<file path="src/hw/rtl/rfd_pkg.sv">
// Shared types and constants for the RPC frame deframer.
// Holds the phase encoding, result kinds, status codes and register indexes.
// No dependencies.
package rfd_pkg;

  // Framing bytes and fixed frame overhead
  localparam logic [7:0]  START_BYTE     = 8'h02;
  localparam logic [7:0]  END_BYTE       = 8'h03;
  localparam logic [15:0] FIXED_OVERHEAD = 16'd26;
  localparam logic [15:0] NUM_BYTES      = 16'd4;

  // Register reset values
  localparam logic [15:0] MAX_PACKET_LEN_RST = 16'd65535;
  localparam logic [7:0]  MAX_ID_LEN_RST     = 8'd49;
  localparam logic [11:0] MAX_SN_LEN_RST     = 12'd511;
  localparam logic [11:0] MAX_EI_LEN_RST     = 12'd511;

  // Register indexes (byte address / 4)
  localparam logic [1:0] REG_MAX_PACKET_LEN = 2'd0;
  localparam logic [1:0] REG_MAX_ID_LEN     = 2'd1;
  localparam logic [1:0] REG_MAX_SN_LEN     = 2'd2;
  localparam logic [1:0] REG_MAX_EI_LEN     = 2'd3;

  // Result kinds
  localparam logic [2:0] KIND_STATUS  = 3'd0;
  localparam logic [2:0] KIND_ID      = 3'd1;
  localparam logic [2:0] KIND_SN      = 3'd2;
  localparam logic [2:0] KIND_EI      = 3'd3;
  localparam logic [2:0] KIND_PAYLOAD = 3'd4;

  // Frame status codes
  localparam logic [2:0] ST_OK           = 3'd0;
  localparam logic [2:0] ST_BAD_END      = 3'd1;
  localparam logic [2:0] ST_EMPTY_ID     = 3'd2;
  localparam logic [2:0] ST_OVER_LIMIT   = 3'd3;
  localparam logic [2:0] ST_INCONSISTENT = 3'd4;

  // Parser phase, one-hot
  typedef enum logic [11:0] {
    PH_HUNT    = 12'b0000_0000_0001,
    PH_PKLEN   = 12'b0000_0000_0010,
    PH_IDLEN   = 12'b0000_0000_0100,
    PH_ID      = 12'b0000_0000_1000,
    PH_SNLEN   = 12'b0000_0001_0000,
    PH_SN      = 12'b0000_0010_0000,
    PH_ECODE   = 12'b0000_0100_0000,
    PH_EILEN   = 12'b0000_1000_0000,
    PH_EI      = 12'b0001_0000_0000,
    PH_PAYLOAD = 12'b0010_0000_0000,
    PH_CKSUM   = 12'b0100_0000_0000,
    PH_END     = 12'b1000_0000_0000
  } phase_t;

endpackage

</file>
<file path="src/hw/rtl/rpc_frame_deframer_unit.sv">
// RPC frame deframer top level: byte-stream parser and APB register block.
// Depends on rfd_pkg.
//
// Takes one received byte per clock cycle, sustained while in_ready is high,
// with no gaps between frames. Each accepted byte advances the parser state in
// the same cycle and any result it causes (a tagged field byte or a closing
// status) appears in the output register in the next cycle. in_ready is low
// only while a result sits unclaimed in the output register. Frame start is
// 0x02; the header numbers are 32-bit big-endian; the checksum is skipped;
// 0x03 closes the frame. Every frame attempt ends with exactly one status beat
// (frame_last high) carrying the frame's error code and packet length. Limits
// are set through four APB registers at byte addresses 0, 4, 8 and 12 and
// should only be written while the stream is idle.
module rpc_frame_deframer_unit (
  input  logic        clk,
  input  logic        rst,
  // byte input
  input  logic        in_valid,
  output logic        in_ready,
  input  logic [7:0]  rx_byte,
  // result output
  output logic        out_valid,
  input  logic        out_ready,
  output logic [2:0]  field_kind,
  output logic [7:0]  data_byte,
  output logic        frame_last,
  output logic [2:0]  frame_status,
  output logic signed [31:0] error_code,
  output logic [15:0] packet_length,
  // configuration
  input  logic        psel,
  input  logic        penable,
  input  logic        pwrite,
  input  logic [3:0]  paddr,
  input  logic [31:0] pwdata,
  output logic [31:0] prdata,
  output logic        pready
);
  import rfd_pkg::*;

  // configuration registers
  logic [15:0] max_packet_len;
  logic [7:0]  max_request_id_len;
  logic [11:0] max_service_name_len;
  logic [11:0] max_error_text_len;

  // parser state
  phase_t      phase, phase_next;
  logic [15:0] field_remaining, field_remaining_next;
  logic [31:0] header_shift, header_shift_next;
  logic [15:0] frame_length, frame_length_next;
  logic [15:0] bytes_accounted, bytes_accounted_next;
  logic [31:0] carried_error_code, carried_error_code_next;

  // result of the current byte
  logic        res_valid;
  logic [2:0]  res_kind;
  logic [7:0]  res_byte;
  logic        res_last;
  logic [2:0]  res_status;
  logic [31:0] res_ecode;
  logic [15:0] res_plen;

  logic        in_fire;
  logic [31:0] shift_word;
  logic [15:0] rem_dec;
  logic [31:0] len_limit;
  logic        len_over;
  logic [16:0] acc_sum;
  logic        len_inconsistent;
  logic [15:0] pay_rem;
  logic        cfg_wr;

  assign pready   = 1'b1;
  assign in_ready = !out_valid || out_ready;
  assign in_fire  = in_valid && in_ready;
  assign cfg_wr   = psel && penable && pwrite && pready;

  // register writes
  always_ff @(posedge clk) begin
    if (rst) begin
      max_packet_len       <= MAX_PACKET_LEN_RST;
      max_request_id_len   <= MAX_ID_LEN_RST;
      max_service_name_len <= MAX_SN_LEN_RST;
      max_error_text_len   <= MAX_EI_LEN_RST;
    end else if (cfg_wr) begin
      case (paddr[3:2])
        REG_MAX_PACKET_LEN: max_packet_len       <= pwdata[15:0];
        REG_MAX_ID_LEN:     max_request_id_len   <= pwdata[7:0];
        REG_MAX_SN_LEN:     max_service_name_len <= pwdata[11:0];
        REG_MAX_EI_LEN:     max_error_text_len   <= pwdata[11:0];
        default: ;
      endcase
    end
  end

  // register reads
  always_comb begin
    case (paddr[3:2])
      REG_MAX_PACKET_LEN: prdata = {16'd0, max_packet_len};
      REG_MAX_ID_LEN:     prdata = {24'd0, max_request_id_len};
      REG_MAX_SN_LEN:     prdata = {20'd0, max_service_name_len};
      REG_MAX_EI_LEN:     prdata = {20'd0, max_error_text_len};
      default:            prdata = 32'd0;
    endcase
  end

  // shared header arithmetic
  assign shift_word = {header_shift[23:0], rx_byte};
  assign rem_dec    = field_remaining - 16'd1;
  assign pay_rem    = frame_length - bytes_accounted;

  // pick the limit for the length field being closed
  always_comb begin
    case (phase)
      PH_IDLEN: len_limit = {24'd0, max_request_id_len};
      PH_SNLEN: len_limit = {20'd0, max_service_name_len};
      default:  len_limit = {20'd0, max_error_text_len};
    endcase
  end

  // the low half of the length is only used once it passed the limit check
  assign len_over         = shift_word > len_limit;
  assign acc_sum          = {1'b0, bytes_accounted} + {1'b0, shift_word[15:0]};
  assign len_inconsistent = acc_sum > {1'b0, frame_length};

  // next state and result for one accepted byte
  always_comb begin
    phase_next              = phase;
    field_remaining_next    = field_remaining;
    header_shift_next       = header_shift;
    frame_length_next       = frame_length;
    bytes_accounted_next    = bytes_accounted;
    carried_error_code_next = carried_error_code;
    res_valid  = 1'b0;
    res_kind   = KIND_STATUS;
    res_byte   = 8'd0;
    res_last   = 1'b0;
    res_status = ST_OK;
    res_ecode  = 32'd0;
    res_plen   = 16'd0;

    case (phase)
      PH_PKLEN, PH_IDLEN, PH_SNLEN, PH_ECODE, PH_EILEN: begin
        header_shift_next    = shift_word;
        field_remaining_next = rem_dec;
        if (rem_dec == 16'd0) begin
          header_shift_next = 32'd0;
          case (phase)
            PH_PKLEN: begin
              if (shift_word > {16'd0, max_packet_len}) begin
                res_valid  = 1'b1;
                res_status = ST_OVER_LIMIT;
                res_plen   = (shift_word[31:16] != 16'd0) ? 16'hFFFF : shift_word[15:0];
              end else begin
                frame_length_next = shift_word[15:0];
                if (shift_word[15:0] < FIXED_OVERHEAD) begin
                  res_valid  = 1'b1;
                  res_status = ST_INCONSISTENT;
                  res_plen   = shift_word[15:0];
                end else begin
                  phase_next           = PH_IDLEN;
                  field_remaining_next = NUM_BYTES;
                end
              end
            end
            PH_ECODE: begin
              carried_error_code_next = shift_word;
              phase_next              = PH_EILEN;
              field_remaining_next    = NUM_BYTES;
            end
            default: begin
              // a length field: empty id, limit, then consistency
              res_plen = frame_length;
              if (phase == PH_IDLEN && shift_word == 32'd0) begin
                res_valid  = 1'b1;
                res_status = ST_EMPTY_ID;
              end else if (len_over) begin
                res_valid  = 1'b1;
                res_status = ST_OVER_LIMIT;
              end else if (len_inconsistent) begin
                res_valid  = 1'b1;
                res_status = ST_INCONSISTENT;
              end else begin
                bytes_accounted_next = acc_sum[15:0];
                field_remaining_next = shift_word[15:0];
                case (phase)
                  PH_IDLEN: phase_next = PH_ID;
                  PH_SNLEN: begin
                    if (shift_word == 32'd0) begin
                      phase_next           = PH_ECODE;
                      field_remaining_next = NUM_BYTES;
                    end else begin
                      phase_next = PH_SN;
                    end
                  end
                  default: begin
                    if (shift_word != 32'd0) begin
                      phase_next = PH_EI;
                    end else if (pay_rem == 16'd0) begin
                      phase_next           = PH_CKSUM;
                      field_remaining_next = NUM_BYTES;
                    end else begin
                      phase_next           = PH_PAYLOAD;
                      field_remaining_next = pay_rem;
                    end
                  end
                endcase
              end
            end
          endcase
          if (res_valid) begin
            res_last             = 1'b1;
            res_ecode            = carried_error_code;
            phase_next           = PH_HUNT;
            field_remaining_next = 16'd0;
          end
        end
      end
      PH_ID, PH_SN, PH_EI, PH_PAYLOAD: begin
        // emit the field byte and advance at the end of the field
        res_valid            = 1'b1;
        res_byte             = rx_byte;
        field_remaining_next = rem_dec;
        case (phase)
          PH_ID:   res_kind = KIND_ID;
          PH_SN:   res_kind = KIND_SN;
          PH_EI:   res_kind = KIND_EI;
          default: res_kind = KIND_PAYLOAD;
        endcase
        if (rem_dec == 16'd0) begin
          header_shift_next    = 32'd0;
          field_remaining_next = NUM_BYTES;
          case (phase)
            PH_ID: phase_next = PH_SNLEN;
            PH_SN: phase_next = PH_ECODE;
            PH_EI: begin
              if (pay_rem == 16'd0) begin
                phase_next = PH_CKSUM;
              end else begin
                phase_next           = PH_PAYLOAD;
                field_remaining_next = pay_rem;
              end
            end
            default: phase_next = PH_CKSUM;
          endcase
        end
      end
      PH_CKSUM: begin
        // skip the checksum
        field_remaining_next = rem_dec;
        if (rem_dec == 16'd0) begin
          phase_next = PH_END;
        end
      end
      PH_END: begin
        res_valid            = 1'b1;
        res_last             = 1'b1;
        res_status           = (rx_byte == END_BYTE) ? ST_OK : ST_BAD_END;
        res_ecode            = carried_error_code;
        res_plen             = frame_length;
        phase_next           = PH_HUNT;
        field_remaining_next = 16'd0;
        header_shift_next    = 32'd0;
      end
      default: begin
        // hunt: drop everything but the start byte
        phase_next = PH_HUNT;
        if (rx_byte == START_BYTE) begin
          phase_next              = PH_PKLEN;
          field_remaining_next    = NUM_BYTES;
          header_shift_next       = 32'd0;
          frame_length_next       = 16'd0;
          bytes_accounted_next    = FIXED_OVERHEAD;
          carried_error_code_next = 32'd0;
        end
      end
    endcase
  end

  // parser state update on an accepted beat
  always_ff @(posedge clk) begin
    if (rst) begin
      phase              <= PH_HUNT;
      field_remaining    <= 16'd0;
      header_shift       <= 32'd0;
      frame_length       <= 16'd0;
      bytes_accounted    <= 16'd0;
      carried_error_code <= 32'd0;
    end else if (in_fire) begin
      phase              <= phase_next;
      field_remaining    <= field_remaining_next;
      header_shift       <= header_shift_next;
      frame_length       <= frame_length_next;
      bytes_accounted    <= bytes_accounted_next;
      carried_error_code <= carried_error_code_next;
    end
  end

  // output register: load on accept, drop when taken
  always_ff @(posedge clk) begin
    if (rst) begin
      out_valid <= 1'b0;
    end else if (in_fire) begin
      out_valid <= res_valid;
    end else if (out_ready) begin
      out_valid <= 1'b0;
    end
  end

  always_ff @(posedge clk) begin
    if (in_fire && res_valid) begin
      field_kind    <= res_kind;
      data_byte     <= res_byte;
      frame_last    <= res_last;
      frame_status  <= res_status;
      error_code    <= res_ecode;
      packet_length <= res_plen;
    end
  end

  // a closing beat always carries the status kind
  a_last_is_status: assert property (@(posedge clk) disable iff (rst)
    out_valid && frame_last |-> field_kind == KIND_STATUS)
    else $error("frame_last on a data beat");

  // any result from a header or end byte returns the parser to hunting
  a_status_hunts: assert property (@(posedge clk) disable iff (rst)
    in_fire && res_valid && res_last |=> phase == PH_HUNT)
    else $error("parser did not resume hunting after a status");

  // a data field phase always has bytes left to take
  a_field_nonempty: assert property (@(posedge clk) disable iff (rst)
    (phase == PH_ID || phase == PH_SN || phase == PH_EI || phase == PH_PAYLOAD)
      |-> field_remaining != 16'd0)
    else $error("data phase entered with zero length");

  // accounted length never exceeds the frame length once a field is taken
  a_accounting: assert property (@(posedge clk) disable iff (rst)
    (phase == PH_ID || phase == PH_SN || phase == PH_EI || phase == PH_PAYLOAD ||
     phase == PH_CKSUM || phase == PH_END) |-> bytes_accounted <= frame_length)
    else $error("accounted bytes exceed frame length");

endmodule
</file>
<file path="config.mk">
export PLATFORM = sky130hd
export DESIGN_NAME = rpc_frame_deframer_unit
export DESIGN_NICKNAME = d
export VERILOG_FILES = /design/src/hw/rtl/rfd_pkg.sv /design/src/hw/rtl/rpc_frame_deframer_unit.sv
export SDC_FILE = /design/constraint.sdc
export NUM_CORES = 1
export LEC_CHECK = 0
export BUFFER_PORTS_ARGS = -buffer_cell sky130_fd_sc_hd__buf_2
export CORE_MARGIN = 2
export CORE_UTILIZATION = 55
export CTS_BUF_LIST = sky130_fd_sc_hd__clkbuf_8
export CTS_CLUSTER_SIZE = 16
export DETAILED_ROUTE_END_ITERATION = 6
export PLACE_DENSITY = 0.78
export SLEW_MARGIN = 5
export SYNTH_ARGS = -nofsm -noshare
export SYNTH_HDL_FRONTEND = slang
export SYNTH_SLANG_ARGS = --single-unit
</file>
<file path="constraint.sdc">
create_clock -name clk -period 8.1 [get_ports clk]
set_input_delay 0.405 -clock clk [delete_from_list [all_inputs] [get_ports clk]]
set_output_delay 0.405 -clock clk [all_outputs]
set_load 0.01 [all_outputs]
</file>
==> results by group <==
Finish
  – Post-layout util: 61.89%
  – Layout cell share with drive strength beyond 1: 14.11%
  – Antenna cells: 0
  – Post-route cell area: 15050 µm²
  – Final Non-Filler Cells: 1996
  – Final Net Count: 1774
  – Area Growth Syn to Fin: 10.74%

STA
  – Slew headroom: 19.15%
  – Final worst-path cycle share: 79.43%
  – Worst-margin pin slew: 1.210 ns
  – Slew Limit Fails: 0
  – Max Freq: 155.4 MHz
  – Fin Setup TNS: 0 ns
  – Min Tclk post-route: 6.434 ns
  – Skew final: 0.03651 ns
  – Hold Vio Cnt, Final: 0
  – RSZ-0062 raised after global routing: no
  – Setup Viol. Count Final: 0

Power
  – Maximum VDD drop: 0.0001209 V
  – Total power: 2.456 mW
  – Leakage power: 5.880 nW
  – Pwr dens: 163.2 nW/µm²

Route
  – Drt via density: 6.265
  – Antenna-violating nets left: 0
  – Avg WL per Cell: 19.73 µm
  – 1st-pass router iterations: 7
  – DRT Wirelength: 39370 µm
  – Drt first-iter violations: 1408
  – Vias: 12504
  – DRC: 10

Synth
  – Mapped Cells: 1572
  – FF+latch count, synth: 228
  – Sequential share of the synthesized area: 38.22%
  – Yosys top cell by area: dfxtp_1
  – Post-synth cell types: 85
  – Synthesis Warnings: 0
  – Most used DFF post-synth: dfxtp_1
  – Synth top area cells: dfxtp_1 24%, edfxtp_1 14%, ha_1 7.1%
  – Post-synth top cells: 196 x nand2_1, 165 x dfxtp_1, 148 x a21oi_1
  – Async S/R FF share, synth: 0%
  – Cell with the most instances after synthesis: nand2_1
  – Synth top area share: 24.30%
  – Cell Area, Synth: 13590 µm²
  – Syn_area_per_cell: 8.646 µm²
  – EDFF count, synth: 63

CTS
  – CTS Buffer Depth: 3
  – Worst-path clk slew: 0.06 ns
  – Num CTS Buffers: 38
  – Hold_buf cts: 0
  – Worst skew pair latency: 0.57 ns
  – Post_cts resized: 0
  – Clock sink count: 228
  – CTS tree: yes
  – Depth of the CTS H-tree: 2
  – Root buffer cell: clkbuf_8
  – Postcts setup bufs: 0

Setup path
  – Startpoint types: flip-flop
  – Worst path required time: 8.30 ns
  – FF-to-FF Start: phase[8]
  – Worst Path Max Fanout: 63
  – Critical Path AT: 6.63 ns
  – Worst r2r path cells: 16
  – R2R Setup Slk: 1.67 ns
  – Critical path class: flip-flop to flip-flop
  – Reg2reg end: error_code[30]
  – CP Capture Type: flip-flop

Floorplanning
  – I/O pin total: 149
  – Std cell rows: 57
  – Initial Util: 55.89%
  – Die footprint: 25990 µm²
  – Core Area: 24320 µm²
  – Die H: 161.2 µm
  – Die X: 161.2 µm

Place
  – Placed Instances: 1928
  – DP Area: 14250 µm²
  – I/O Buffers: 113
  – DP Wirelength: 27630 µm
  – Final RePlAce weighted congestion: 0.9918

Run status
  – Failing checks: DRC
  – Status: finished, violations left

Global route
  – Total gr overflow: 0
  – First-pass GRT wire length: 61950 µm
  – Initial antenna violation count: 0
  – Vias in the first global route: 11822
  – GR Util All Layers: 29.85%
  – Largest net degree at the start of global routing: 85

Min path
  – Hold path depth: 3
  – HP Start: pwdata[15]
  – Hold EP: max_packet_len[15]
  – Hold Path Class: primary input to flip-flop

Flow run
  – Max cap viols: 0
[routing by layer]
layer	wire length (µm)	global-route usage (%)	share of wire (%)
met5	0	0	0
met4	1470	12.50	3.7
met3	4221	6.934	11
met2	17630	47.42	45
met1	16050	39.32	41
[registers in the layout, indices dropped and copies added (netlist names)]
register              flops
out_valid                 1
max_service_name_len     12
field_remaining          16
bytes_accounted          16
packet_length            16
field_kind                3
error_code               32
frame_length             16
phase                    12
max_error_text_len       12
frame_last                1
max_request_id_len        8
data_byte                 8
header_shift             24
carried_error_code       32
frame_status              3
max_packet_len           16
[cell families after synthesis]
logic type,after synthesis,share of synthesized area (%)
adders and majority gates,79,7.383
other,2,0.05525
DFF,228,38.22
AOI/OAI and AO/OA,413,19.92
buffers and inverters,177,5.800
xor gates and xnor gates,39,2.651
and+or+nand+nor,597,22.47
muxes,37,3.498
[worst max-delay path, cell delays in order, from the launching register on]
cell and delay, ns:
dfxtp_1 0.42, nor4_4 0.73, and3_1 0.77, nor2_1 0.46
a21oi_1 0.27, ha_1 0.17, and3_1 0.18, nand3_1 0.11
nor4_1 0.38, nor3_1 0.12, a2111oi_2 0.85, inv_1 0.22
o31a_1 0.43, o21ai_2 0.14, buf_4 0.32, a31oi_4 0.11
buf_4 0.36
[cell type report]
| type | count | area [µm²] |
|---|---|---|
| flip-flops and latches | 228 | 5195 |
| clock inverters | 20 | 142.6 |
| well taps | 324 | 405.4 |
| clock buffers | 48 | 660.6 |
| repair buffers | 131 | 703.2 |
| inverters | 63 | 236.5 |
| multi-input cells | 1182 | 7709 |
| fillers | 2098 | 9268 |
[through the flow]
step / hold slack (ns) / setup WS, ns
4_1_cts: 0.08593 / 1.906
3_5_place_dp: 0.4523 / 1.793
2_1_floorplan: 0.4397 / 0.3916
6_report: 0.09676 / 1.666
5_1_grt: 0.1110 / 1.215
3_3_place_gp: 0.4459 / 1.883
[cells in the final DEF (no fill, tap or decap), drive strengths merged, types with 6 or more instances in the layout]
master,count
a211oi,13
a21boi,34
a21o,15
a21oi,149
a221oi,11
a22o,24
a31oi,11
and2,12
and3,16
buf,131
clkbuf,48
conb,17
dfxtp,165
edfxtp,63
ha,77
inv,76
mux2i,25
mux4,8
nand2,196
nand2b,14
nand3,110
nand4,31
nor2,80
nor2b,14
nor3,42
nor4,30
nor4b,10
o211ai,19
o21a,16
o21ai,56
o21bai,9
o22ai,6
o31ai,12
or3,13
or4,8
xnor2,23
xor2,16
[report_power, final]
part	total (mW)	switching (mW)	internal, mW
sequential	1.18	0.00828	1.17
combinational	0.192	0.128	0.0635
clock	1.08	0.484	0.599
[worst max path at each step]
stage / start / end / slack [ns] / cells past startpoint
after floorplan: rx_byte[0] / data_byte[0] / 0.39 / 20
after global placement: rx_byte[0] / packet_length[11] / 1.88 / 21
after detailed placement: rx_byte[0] / packet_length[15] / 1.79 / 21
after CTS: phase[8] / error_code[29] / 1.91 / 16
after global routing: phase[8] / field_kind[2] / 1.22 / 16
final: phase[8] / error_code[30] / 1.67 / 16
Power figures use the tool's default switching activity.
